==> src/design/dmp_pkg.sv <==
// Shared types, constants and helper functions for the drifting mote pool.
package dmp_pkg;

	localparam int NUM_MOTES_DEF = 24;
	localparam int ANGLE_BITS_DEF = 10;

	localparam logic [11:0] WIDTH_RST = 12'd640;
	localparam logic [11:0] HEIGHT_RST = 12'd480;
	localparam logic [31:0] SEED_DEF = 32'h000A_11CE;

	localparam int CFG_IDX_W = 2;
	localparam logic [CFG_IDX_W-1:0] CFG_WIDTH = 2'd0;
	localparam logic [CFG_IDX_W-1:0] CFG_HEIGHT = 2'd1;
	localparam logic [CFG_IDX_W-1:0] CFG_SEED = 2'd2;

	// spawn draw steps, in draw order
	localparam int OP_W = 3;
	localparam logic [OP_W-1:0] OP_X = 3'd0;
	localparam logic [OP_W-1:0] OP_Y = 3'd1;
	localparam logic [OP_W-1:0] OP_ANG = 3'd2;
	localparam logic [OP_W-1:0] OP_SPD = 3'd3;
	localparam logic [OP_W-1:0] OP_TOT = 3'd4;
	localparam logic [OP_W-1:0] OP_LIFE = 3'd5;
	localparam logic [OP_W-1:0] OP_HW = 3'd6;
	localparam logic [OP_W-1:0] OP_SHD = 3'd7;

	localparam int DIV_STEPS = 12;
	localparam longint unsigned ONE_Q30 = 64'd1 << 30;
	localparam longint unsigned HALF_PI_Q30 = 64'd1686629713;

	typedef struct packed {
		logic signed [21:0] pos_x;
		logic signed [21:0] pos_y;
		logic signed [14:0] vel_x;
		logic signed [14:0] vel_y;
		logic signed [15:0] dir_x;
		logic signed [15:0] dir_y;
		logic signed [19:0] life_left;
		logic [18:0] life_total;
		logic [9:0] hwid;
		logic [11:0] shade;
	} mote_t;

	typedef struct packed {
		logic capture;
		logic draw;
		logic use_en;
		logic [OP_W-1:0] op;
		logic vel;
		logic mem_rd;
		logic mem_wr;
		logic wr_spawn;
		logic up_move;
		logic em_prep;
		logic em_mul;
		logic em_out;
		logic last;
	} cmd_t;

	typedef struct packed {
		logic keep;
		logic div_done;
	} sts_t;

	function automatic logic [31:0] xorshift(input logic [31:0] w);
		logic [31:0] v;
		v = w ^ (w << 13);
		v = v ^ (v >> 17);
		v = v ^ (v << 5);
		return v;
	endfunction

	// round to nearest, ties away from zero
	function automatic logic signed [47:0] shr_round(input logic signed [47:0] v,
		input int unsigned sh);
		logic [47:0] m;
		m = v[47] ? 48'(-v) : 48'(v);
		m = (m + (48'd1 << (sh - 1))) >> sh;
		return v[47] ? -$signed(m) : $signed(m);
	endfunction

	// {sin, cos} in Q14 for folded angle index jj; constant use only
	function automatic logic [31:0] sincos_q14(input int unsigned jj, input int unsigned ab);
		longint unsigned a, a2, t, s, c;
		a = (longint'(jj) * HALF_PI_Q30) >> (ab - 2);
		a2 = (a * a) >> 30;
		t = ONE_Q30 - a2 / 72;
		t = ONE_Q30 - ((a2 * t) >> 30) / 42;
		t = ONE_Q30 - ((a2 * t) >> 30) / 20;
		t = ONE_Q30 - ((a2 * t) >> 30) / 6;
		s = (((a * t) >> 30) + (64'd1 << 15)) >> 16;
		t = ONE_Q30 - a2 / 90;
		t = ONE_Q30 - ((a2 * t) >> 30) / 56;
		t = ONE_Q30 - ((a2 * t) >> 30) / 30;
		t = ONE_Q30 - ((a2 * t) >> 30) / 12;
		t = ONE_Q30 - ((a2 * t) >> 30) / 2;
		c = (t + (64'd1 << 15)) >> 16;
		return {s[15:0], c[15:0]};
	endfunction

endpackage

==> src/design/dmp_ctrl.sv <==
// Controller: sequences fill, motion/cull, respawn and stroke output passes.
module dmp_ctrl #(
	parameter int NUM_MOTES = dmp_pkg::NUM_MOTES_DEF,
	localparam int AW = (NUM_MOTES > 1) ? $clog2(NUM_MOTES) : 1
) (
	input  logic clk,
	input  logic arst_n,
	input  logic cfg_write,
	input  logic [dmp_pkg::CFG_IDX_W-1:0] cfg_index,
	input  logic start,
	output logic busy,
	input  dmp_pkg::sts_t sts,
	output dmp_pkg::cmd_t cmd,
	output logic [AW-1:0] rd_addr,
	output logic [AW-1:0] wr_addr
);
	localparam int CW = $clog2(NUM_MOTES + 1);
	localparam logic [CW-1:0] LAST = CW'(NUM_MOTES - 1);
	localparam logic [CW-1:0] FULL = CW'(NUM_MOTES);

	localparam logic [3:0] ST_IDLE = 4'd0;
	localparam logic [3:0] ST_SP_DRAW = 4'd1;
	localparam logic [3:0] ST_SP_USE = 4'd2;
	localparam logic [3:0] ST_SP_VEL = 4'd3;
	localparam logic [3:0] ST_SP_WRITE = 4'd4;
	localparam logic [3:0] ST_UP_READ = 4'd5;
	localparam logic [3:0] ST_UP_MOVE = 4'd6;
	localparam logic [3:0] ST_UP_CHECK = 4'd7;
	localparam logic [3:0] ST_EM_READ = 4'd8;
	localparam logic [3:0] ST_EM_PREP = 4'd9;
	localparam logic [3:0] ST_EM_MUL = 4'd10;
	localparam logic [3:0] ST_EM_DIV = 4'd11;
	localparam logic [3:0] ST_EM_OUT = 4'd12;

	logic [3:0] state_q;
	logic [CW-1:0] i_q, dst_q;
	logic [dmp_pkg::OP_W-1:0] op_q;
	logic init_q, filled_q;

	assign busy = (state_q != ST_IDLE);
	assign rd_addr = i_q[AW-1:0];
	assign wr_addr = dst_q[AW-1:0];

	always_comb begin
		cmd = '0;
		cmd.op = op_q;
		cmd.capture = (state_q == ST_IDLE) && start;
		cmd.draw = (state_q == ST_SP_DRAW);
		cmd.use_en = (state_q == ST_SP_USE);
		cmd.vel = (state_q == ST_SP_VEL);
		cmd.mem_rd = (state_q == ST_UP_READ) || (state_q == ST_EM_READ);
		cmd.wr_spawn = (state_q == ST_SP_WRITE);
		cmd.mem_wr = (state_q == ST_SP_WRITE) || ((state_q == ST_UP_CHECK) && sts.keep);
		cmd.up_move = (state_q == ST_UP_MOVE);
		cmd.em_prep = (state_q == ST_EM_PREP);
		cmd.em_mul = (state_q == ST_EM_MUL);
		cmd.em_out = (state_q == ST_EM_OUT);
		cmd.last = (i_q == LAST);
	end

	always_ff @(posedge clk or negedge arst_n) begin
		if (!arst_n) begin
			state_q <= ST_IDLE;
			i_q <= '0;
			dst_q <= '0;
			op_q <= dmp_pkg::OP_X;
			init_q <= 1'b0;
			filled_q <= 1'b0;
		end else begin
			if (cfg_write && (cfg_index == dmp_pkg::CFG_SEED)) filled_q <= 1'b0;
			case (state_q)
				ST_IDLE: if (start) begin
					i_q <= '0;
					dst_q <= '0;
					op_q <= dmp_pkg::OP_X;
					init_q <= !filled_q;
					state_q <= filled_q ? ST_UP_READ : ST_SP_DRAW;
				end
				ST_SP_DRAW: state_q <= ST_SP_USE;
				ST_SP_USE: begin
					case (op_q)
						dmp_pkg::OP_SPD: state_q <= ST_SP_VEL;
						dmp_pkg::OP_SHD: state_q <= ST_SP_WRITE;
						dmp_pkg::OP_TOT: begin
							op_q <= init_q ? dmp_pkg::OP_LIFE : dmp_pkg::OP_HW;
							state_q <= ST_SP_DRAW;
						end
						default: begin
							op_q <= op_q + 3'd1;
							state_q <= ST_SP_DRAW;
						end
					endcase
				end
				ST_SP_VEL: begin
					op_q <= dmp_pkg::OP_TOT;
					state_q <= ST_SP_DRAW;
				end
				ST_SP_WRITE: begin
					op_q <= dmp_pkg::OP_X;
					if (dst_q == LAST) begin
						i_q <= '0;
						if (init_q) begin
							init_q <= 1'b0;
							filled_q <= 1'b1;
							dst_q <= '0;
							state_q <= ST_UP_READ;
						end else begin
							state_q <= ST_EM_READ;
						end
					end else begin
						dst_q <= dst_q + 1'b1;
						state_q <= ST_SP_DRAW;
					end
				end
				ST_UP_READ: state_q <= ST_UP_MOVE;
				ST_UP_MOVE: state_q <= ST_UP_CHECK;
				ST_UP_CHECK: begin
					dst_q <= dst_q + CW'(sts.keep);
					if (i_q == LAST) begin
						i_q <= '0;
						op_q <= dmp_pkg::OP_X;
						state_q <= ((dst_q + CW'(sts.keep)) == FULL) ? ST_EM_READ : ST_SP_DRAW;
					end else begin
						i_q <= i_q + 1'b1;
						state_q <= ST_UP_READ;
					end
				end
				ST_EM_READ: state_q <= ST_EM_PREP;
				ST_EM_PREP: state_q <= ST_EM_MUL;
				ST_EM_MUL: state_q <= ST_EM_DIV;
				ST_EM_DIV: if (sts.div_done) state_q <= ST_EM_OUT;
				ST_EM_OUT: begin
					if (i_q == LAST) begin
						state_q <= ST_IDLE;
					end else begin
						i_q <= i_q + 1'b1;
						state_q <= ST_EM_READ;
					end
				end
				default: state_q <= ST_IDLE;
			endcase
		end
	end

endmodule

==> config.mk <==
export PLATFORM = sky130hd
export DESIGN_NAME = dmp_ctrl
export DESIGN_NICKNAME = d
export VERILOG_FILES = /design/src/design/dmp_pkg.sv /design/src/design/dmp_ctrl.sv
export SDC_FILE = /design/constraint.sdc
export NUM_CORES = 1
export LEC_CHECK = 0
export ABC_AREA = 1
export BUFFER_PORTS_ARGS = -buffer_cell sky130_fd_sc_hd__buf_2
export CAP_MARGIN = 40
export CORE_MARGIN = 2
export CORE_UTILIZATION = 40
export CTS_CLUSTER_DIAMETER = 80
export DETAILED_ROUTE_END_ITERATION = 16
export GPL_TIMING_DRIVEN = 0
export PLACE_DENSITY = 0.63
export SLEW_MARGIN = 20
export SYNTH_ARGS = -nofsm -noshare
export SYNTH_HDL_FRONTEND = slang
export SYNTH_SLANG_ARGS = --single-unit
export TNS_END_PERCENT = 30
==> constraint.sdc <==
create_clock -name clk -period 1.52 [get_ports clk]
set_input_delay 0.152 -clock clk [delete_from_list [all_inputs] [get_ports clk]]
set_output_delay 0.152 -clock clk [all_outputs]
set_load 0.01 [all_outputs]
### After elaboration in Yosys (flattened, before gate mapping)

Cells that the tools add are included.

* flip-flop bits (word level): 19
* bits in latches: 0
* RAM bits: 0
* memory bits (read-only): 0
* input bits: 8
* output and inout port bits: 26
* logic and storage cells: 84
* memories: 0

* $add $sub $neg: 4
* multipliers: 0
* divide/modulo/power cells: 0
* $lt $le $gt $ge: 0
* equal/unequal tests: 26
* shifts and indexed selects: 0
* muxes and demuxes: 30
* bitwise operators: 0
* reductions and logical operators: 18

Operators by type and width (number)
* $pmux 4 s13: 1
* $mux 5: 6
* $mux 4: 7
* $eq 4x4->1 const B: 5
* $pmux 5 s4: 1
* $eq 4x3->1 const B: 4
* $eq 5x5->1 const B: 3
* $pmux 3 s5: 1
* $pmux 5 s3: 1
* $pmux 3 s2: 2
* $add 5x1->5 const B: 2
* $ne 2x2->1 const B: 5
* $mux 3: 3
* $eq 4x2->1 const B: 2
* $reduce_and 4->1: 2
* $reduce_bool 4->1: 2
* $eq 3x3->1 const B: 2
* $mux 1: 6
* $reduce_and 3->1: 2
* $add 5x1->5: 1
* $reduce_bool 5->1: 1
* $eq 4x1->1 const B: 1
* $logic_not 4->1: 1
* $add 3x1->3 const B: 1
* 13 further kinds: 16

### Logic depth before layout (Yosys ltp)

Gate-level depths: netlist (run 1).

* word-level depth: 6
* gate-level depth with buffers: 11
* mapped depth without buffers: 11

### Worst setup path before layout (run 1)

OpenSTA, ideal clock, no wires.

* kind: register to register
* from: register i_q[0], in the netlist rd_addr[0]
* to: register i_q[3], in the netlist rd_addr[3]
* library setup time: 0.065 ns
* arrival: 1.536 ns
* required time: 1.455 ns
* setup slack: -0.081 ns
* stages on the path, launching flop included: 10
* path buffers: 0
* clock period less this slack: 1.601 ns
* cells stage by stage: dfrtp_1 > ha_1 > nand2_1 > nor3_1 > nor2_1 > nor2_1 > nor2_4 > inv_2 > nand2_1 > nand2_1

RTL lines
* from (decl): line dmp_ctrl.sv:36 `logic [CW-1:0] i_q, dst_q;`
* from (signal assigned): line dmp_ctrl.sv:124 `i_q <= i_q + 1'b1;`
* from (signal assigned): line dmp_ctrl.sv:136 `i_q <= i_q + 1'b1;`

==> impl_results.md, run 1 <==
- Ports: 34
- Die width: ~64 µm
- Min-delay src: cfg_index[1]
- First-pass GRT wire length: around 6500 µm
- Yosys reg bits: 19
- DRT Pass-1 Iters: 4
- Compound-Gate Fraction of Synth Area: between 7 and 8%
- Fraction of registers with async set/reset: 100%
- Seq/Total Area, Yosys: between 30% and 40%
- Final HPWL DP: around 2700 µm
- Initial antenna violation count: 0
- Share of the synthesized area in the top cell type: approximately a third
- Slew headroom: between 70% and 80%
- Final hold violations: 0
- Ys Warns: 0
- Reg2reg end: state_q[0]
- Met2 usage: approximately a third
- Largest family of logic cells by synthesized area: simple AND/OR/NAND/NOR gates
- Unique masters post-synth: 24
- Pleak: about 1.1 nW
- Via density: roughly 5
- Final nets: around 290
- TritonCTS clock tree: yes
- Crit Path Category: reg2out
- Clock slew at reported path FFs: 110 ps
- CP Max Fanout: 5
- Vias: around 1600
- Worst R2R Start: wr_addr[0]
- Total wire length: around 3700 µm
- Ranking of synthesized cells by area: dfrtp_1 (33%), nand2_1 (19%), ha_1 (8.6%)
- R2r setup slk: 10 ps
- Wirelength per Cell: about 12 µm
- Run status: complete, but fails checks
- Area of the multi-input gates: 981 µm²
- Mux cell area share after synthesis: 0%
- Vias in the first global route: between 1000 and 1500
- Failing checks: negative setup slack
- Detail Route Antenna Nets: 0
- Setup crit end kind: output pin
- Synth Instances: ~220
- Worst-margin pin slew: around 440 ps
- Die area: roughly 4100 µm²
- Synth Flop Type: dfrtp_1
- Tmin final: roughly 1600 ps
- Hold WC Path Type: in2reg
- Post-Synth Simple-Gate Area: 41.1%
- Final Wtd Congestion: 0.834
- VDD IR max: 0.000643 V
- Mapped cell area: about 1500 µm²
- Initial Util: a little over two fifths
- Area grow syn2layout: 34.0%
- Slew Viols, Final: 0
- Number of synthesized flops with an enable pin: 0
- Core Box Area: between 3000 and 4000 µm²
- Most frequent cells after synthesis: nand2_1 (74), inv_1 (27), nor2_1 (27)
- Root buffer cell: clkbuf_4
- Met3 Track Usage GR: 2.29%
- Worst skew pair latency: roughly 300 ps
- Crit path DAT: about 1400 ps
- Antenna diode instance count: 0
- Clock skew: roughly 2.1 ps
- Fin crit share: 104%
- Die Y: around 64 µm
- Max-cap violations: 0
- DRC violations left: 0
- IO Port Bufs: 33
- WHS Path Cells: 4
- Max Clk Rate: 635 MHz
- Design Power: between 2 and 2.5 mW
- GR Layer Usage met1: around a quarter
- Synth area leader: dfrtp_1
- Most instantiated library cell after synthesis: nand2_1
- Layout cell share with drive strength beyond 1: about a third
- GRT Overall Usage: roughly 20%
- Fillers: about 360
- CP Data Required Time: around 1400 ps
- Reg2reg path depth: 10
- Worst hold slack: approximately 110 ps
- Hold endpoint: filled_q
- TritonCTS Buffers: 3
- Synth Net Count: 240
- Grt ovf: 0
- Rows: 21
- Setup slack after layout: -55.6 ps
- # clock sinks: 19
- Busiest metal layer after global routing: met2
- CP Launch Type: flop
- Setup violators final: 5
- Synth Area in XOR/XNOR: 2.41%
- Finished Core Util: roughly 57%
- CTS max path bufs: 2
- Largest net degree at the start of global routing: 20
- Post-synthesis adder-cell area fraction: between 8 and 9%
- PD cells: ~1100 nW/µm²
- Register area: about 490 µm²
- RSZ-0062 raised after global routing: yes
- H-tree depth: 1
- Mapped Avg Cell Area: 6.55 µm²
- First-iteration detailed-routing DRC count: 92
==> sequential cells by signal, indices dropped and copies added, names as in the netlist <==
register	flops
filled_q	1
rd_addr	5
op_q	3
state_q	4
init_q	1
wr_addr	5
==> cell families (layout without fill, tap and decap cells) <==
logic type               after synthesis  in the layout
adder cells (fa/ha/maj)               10             10
buffers and inverters                 31             81
AO/OA/AOI/OAI                         18             18
XOR/XNOR                               4              4
flip-flops                            19             19
AND/OR/NAND/NOR                      140            140
==> where the power goes <==
group	internal (mW)	switching [mW]	total, mW
clock	0.0981	0.165	0.264
combinational	0.437	0.733	1.17
sequential	0.597	0.137	0.734
total	1.13	1.03	2.17
==> layer usage <==
layer	part of all wire, %	vias to the layer above	routed length (µm)
met5	0	-	0
met4	2.5	0	93
met3	5.4	11	199
met2	47	44	1740
met1	45	702	1690
li1	-	807	-
==> layout make-up <==
type / count / share of cell area, %
clock inverters: 1 / 0.257
inverters: 30 / 6.29
flip-flops and latches: 19 / 24.9
multi-input cells: 172 / 50.3
clock buffers: 3 / 1.15
plain buffers: 1 / 0.257
well taps: 46 / 2.95
repair buffers: 46 / 13.9
==> layout by cell type (no fill, tap or decap), types with 3 or more instances in the layout <==
cell type / count
ha_1: 6
nand3_1: 22
nand2_1: 67
nor2_2: 8
inv_1: 25
nand4_1: 5
dfrtp_1: 11
or2_2: 4
clkbuf_4: 3
nor2_4: 5
nand2_2: 7
buf_4: 12
dfrtp_2: 8
o21ai_0: 7
a21oi_1: 4
xor2_1: 4
nor2_1: 16
buf_2: 33
==> metrics by stage <==
| step | worst slack [ps] | instances | area (µm²) | TNS (ps) |
|---|---|---|---|---|
| after CTS | -46.6 | 314 | 1840 | -146 |
| after detailed placement | -186 | 301 | 1680 | -1480 |
| after global routing | -124 | 318 | 1950 | -1630 |
| final | -55.6 | 318 | 1950 | -67.7 |
| after global placement | -188 | 301 | 1680 | -1570 |
| after floorplan | -29.5 | 222 | 1460 | -29.5 |
==> repair_timing <==
item,in CTS,in global routing
endpoints found under the setup margin,23,28
endpoints found under the hold margin,19,0
pin swaps,5,3
gates resized for setup,18,28
setup buffers,8,4
hold buffers,1,0
==> worst max-delay path, stage by stage (launching register included) <==
cell     delay [ps]
dfrtp_2         460
inv_4            80
nor2_4          190
nand2_4          90
inv_4            80
nand2_2          40
nand2_1          50
buf_2           120
==> worst max-delay path by stage <==
| stage | startpoint | endpoint | slack (ps) | cells past startpoint |
|---|---|---|---|---|
| floorplan | wr_addr[0] | state_q[0] | -30 | 10 |
| global placement | wr_addr[0] | state_q[0] | -190 | 10 |
| detailed placement | wr_addr[0] | state_q[0] | -190 | 10 |
| CTS | state_q[0] | cmd[1] | -50 | 4 |
| global route | state_q[2] | cmd[6] | -120 | 7 |
| finish | state_q[2] | cmd[6] | -60 | 7 |
Power figures use the tool's default switching activity.
==> run 2: changes to the inputs <==
Settings changed: ABC_AREA 1 to not set, TNS_END_PERCENT 30 to not set.
==> impl_results.md, run 2 <==
- Most frequent cells after synthesis: nor2_1 (23), dfrtp_1 (19), nand2_1 (17)
- Die Y: 64.2 µm (-0.12%)
- Antenna diode instance count: 0 (unchanged)
- Delay-heaviest family, CP: simple AND/OR/NAND/NOR gates
- Setup crit end kind: flop
- Final hold violations: 0 (unchanged)
- Layout cell share with drive strength beyond 1: 55.0% (+20 points)
- CP peak stage delay: 460 ps (about the same)
- Initial Util: 42.5% (-0.11 points)
- Worst-margin pin slew: 451 ps (+11.2 ps)
- Fillers: 261 (-27%)
- Wirelength per Cell: 16.5 µm (+41%)
- TritonCTS clock tree: yes
- Compound-Gate Fraction of Synth Area: 22.4% (+15 points)
- Most common cell after layout, fill and taps aside: buf_2
- CP Launch Type: flop
- Worst skew pair latency: 300 ps (about the same)
- Failing checks: negative setup slack
- Synth Area in XOR/XNOR: 1.21% (-1.2 points)
- Vias in the first global route: 1665 (+13%)
- CP Max Fanout: 5 (unchanged)
- TritonCTS Buffers: 3 (unchanged)
- Crit Path Category: reg2reg
- Mux cell area share after synthesis: 0.690% (+0.69 points)
- Setup slack after layout: -356 ps (-301 ps)
- Clock slew at reported path FFs: 110 ps (about the same)
- Synth area leader: dfrtp_1
- Die area: 4130 µm² (-0.25%)
- Place WS: -411 ps (-225 ps)
- Mapped cell area: 1450 µm² (-0.26%)
- Root buffer cell: clkbuf_4
- Mapped Avg Cell Area: 7.97 µm² (+22%)
- Detail Route Antenna Nets: 0 (unchanged)
- # clock sinks: 19 (unchanged)
- Hold endpoint: filled_q
- Pleak: 1.16 nW (+5.5%)
- Critical-path cell list: ha_2 > ha_4 > nor3b_2 > a31oi_1 > or4_4 > nor3_2 > o32ai_1
- Total wire length: 5030 µm (+35%)
- Most frequent cells in the layout: buf_2 (30), buf_4 (28), buf_6 (16)
- First-iteration detailed-routing DRC count: 150 (+63%)
- Number of synthesized flops with an enable pin: 0 (unchanged)
- Unique masters post-synth: 45 (+88%)
- Final instance area: 2430 µm² (+25%)
- Die width: 64.2 µm (-0.12%)
- Reg2reg path depth: 7 (-3)
- Vias: 1713 (+9.5%)
- Most instantiated library cell after synthesis: nor2_1
- Post-Synth Simple-Gate Area: 27.9% (-13 points)
- Seq/Total Area, Yosys: 32.8% (+0.085 points)
- Max Clk Rate: 533 MHz (-16%)
- Largest net degree at the start of global routing: 20 (unchanged)
- Yosys reg bits: 19 (unchanged)
- Reg2reg end: state_q[0]
- Post-DP Area: 1740 µm² (+3.3%)
- CTS max path bufs: 2 (unchanged)
- RSZ-0062 raised after global routing: yes
- IO Port Bufs: 33 (unchanged)
- Buffers & Inverters on Critical Path: 0 (-3)
- Ranking of synthesized cells by area: dfrtp_1 (33%), ha_1 (8.6%), nor2_1 (5.9%)
- Core Box Area: 3420 µm² (unchanged)
- GRT Overall Usage: 23.9% (+4.2 points)
- First-pass GRT wire length: 7810 µm (+21%)
- VDD IR max: 0.000753 V (+17%)
- Finished Core Util: 71.1% (+14 points)
- Slew headroom: 69.9% (-0.74 points)
- Final Wtd Congestion: 0.878 (+5.2%)
- Synth Instances: 182 (-18%)
- Ports: 34 (unchanged)
- Fraction of registers with async set/reset: 100% (unchanged)
- Ys Warns: 0 (unchanged)
- Share of the synthesized area in the top cell type: 32.8% (+0.085 points)
- DRC violations left: 0 (unchanged)
- Tmin final: 1880 ps (+301 ps)
- Placed cells: 261 (-13%)
- Final Non-Filler Cells: 304 (-4.4%)
- Synth Net Count: 200 (-17%)
- WHS Path Cells: 3 (-1)
- Rows: 21 (unchanged)
- Crit path DAT: 2060 ps (+640 ps)
- Initial antenna violation count: 0 (unchanged)
- Min-delay src: cfg_index[0]
- Register area: 483 µm² (-0.52%)
- Final nets: 277 (-4.8%)
- Area of the multi-input gates: 1160 µm² (+18%)
- Clock skew: 11.5 ps (+9.34 ps)
- CP Data Required Time: 1710 ps (+340 ps)
- Slowest cell on crit path: or4_4
- Slew Viols, Final: 0 (unchanged)
- Via density: 5.63 (+15%)
- DRT Pass-1 Iters: 4 (unchanged)
- Area grow syn2layout: 67.4%
- Fin crit share: 123% (+20 points)
- Design Power: 2.68 mW (+24%)
- Largest family of logic cells by synthesized area: simple AND/OR/NAND/NOR gates
- Setup violators final: 27 (+22)
- PD cells: 1100 nW/µm² (-0.75%)
- R2r setup slk: -360 ps (-370 ps)
- Final HPWL DP: 3000 µm (+11%)
- Max-cap violations: 0 (unchanged)
- Grt ovf: 0 (unchanged)
- Run status: complete, but fails checks
- H-tree depth: 1 (unchanged)
- Hold WC Path Type: in2reg
- Worst R2R Start: wr_addr[0]
- Synth Flop Type: dfrtp_1
- Post-synthesis adder-cell area fraction: 8.62% (+0.022 points)
==> run 2: cell types whose count changed in the layout (fill, tap and decap cells not counted), sizes merged, moves of 6 or more <==
cell   previous run  this run
inv              29        15
nor3              1         7
o21ai             8        16
nand2            76        17
buf              46        79
nand3            24         9
==> run 2: logic make-up after synthesis <==
group	count (synthesis)
AO/OA/AOI/OAI	50
adder cells (fa/ha/maj)	10
multiplexers	1
AND/OR/NAND/NOR	77
XOR/XNOR	2
buffers and inverters	23
flip-flops	19
==> run 2: stage by stage <==
step | setup TNS (ps) | hold slack [ps]
floorplan | -1680 | -144
global placement | -3890 | 127
detailed placement | -4400 | 120
CTS | -3970 | 90.8
global route | -7210 | 165
finish | -5240 | 147
==> run 2: worst max-delay path by stage <==
| stage | startpoint | to | slack [ps] | cells after the start |
|---|---|---|---|---|
| 2_1_floorplan | wr_addr[0] | state_q[0] | -240 | 7 |
| 3_3_place_gp | wr_addr[0] | state_q[0] | -400 | 7 |
| 3_5_place_dp | wr_addr[0] | state_q[0] | -410 | 7 |
| 4_1_cts | wr_addr[0] | state_q[0] | -330 | 7 |
| 5_1_grt | wr_addr[0] | wr_addr[1] | -400 | 7 |
| 6_report | wr_addr[0] | state_q[0] | -360 | 7 |
==> run 2: layout make-up <==
cell class | count | share of cell area [%]
timing repair buffer | 73 | 23.1
tap | 46 | 2.37
inverter | 15 | 2.73
multi-input combinational | 140 | 47.6
clock buffer | 4 | 1.08
sequential | 19 | 19.9
buffer | 7 | 3.24
==> run 2: per-layer routing <==
metal / up-vias / wire length [µm] / GRT usage, %
met3: 14 / 203 / 4.40
li1: 815 / - / -
met2: 52 / 2630 / 42.3
met5: - / 0 / 0
met4: 0 / 140 / 5.05
met1: 832 / 2060 / 30.2
==> run 2: worst min-delay path, cell delays in order <==
cell and delay [ps]:
buf_2 70, o21ai_0 110, nand2_2 90
==> run 2: repair_timing <==
item / in CTS / in global routing
hold endpoints to repair: 19 / 0
setup buffers: 27 / 13
pin swaps: 17 / 11
hold buffers: 1 / 0
gates resized for setup: 58 / 31
setup endpoints to repair: 30 / 31
==> run 2: power breakdown <==
group | switching (mW) | internal (mW) | leakage, nW
clock network | 0.158 | 0.102 | 0.0150
registers | 0.141 | 0.593 | 0.248
logic | 0.842 | 0.842 | 0.900
total | 1.14 | 1.54 | 1.16
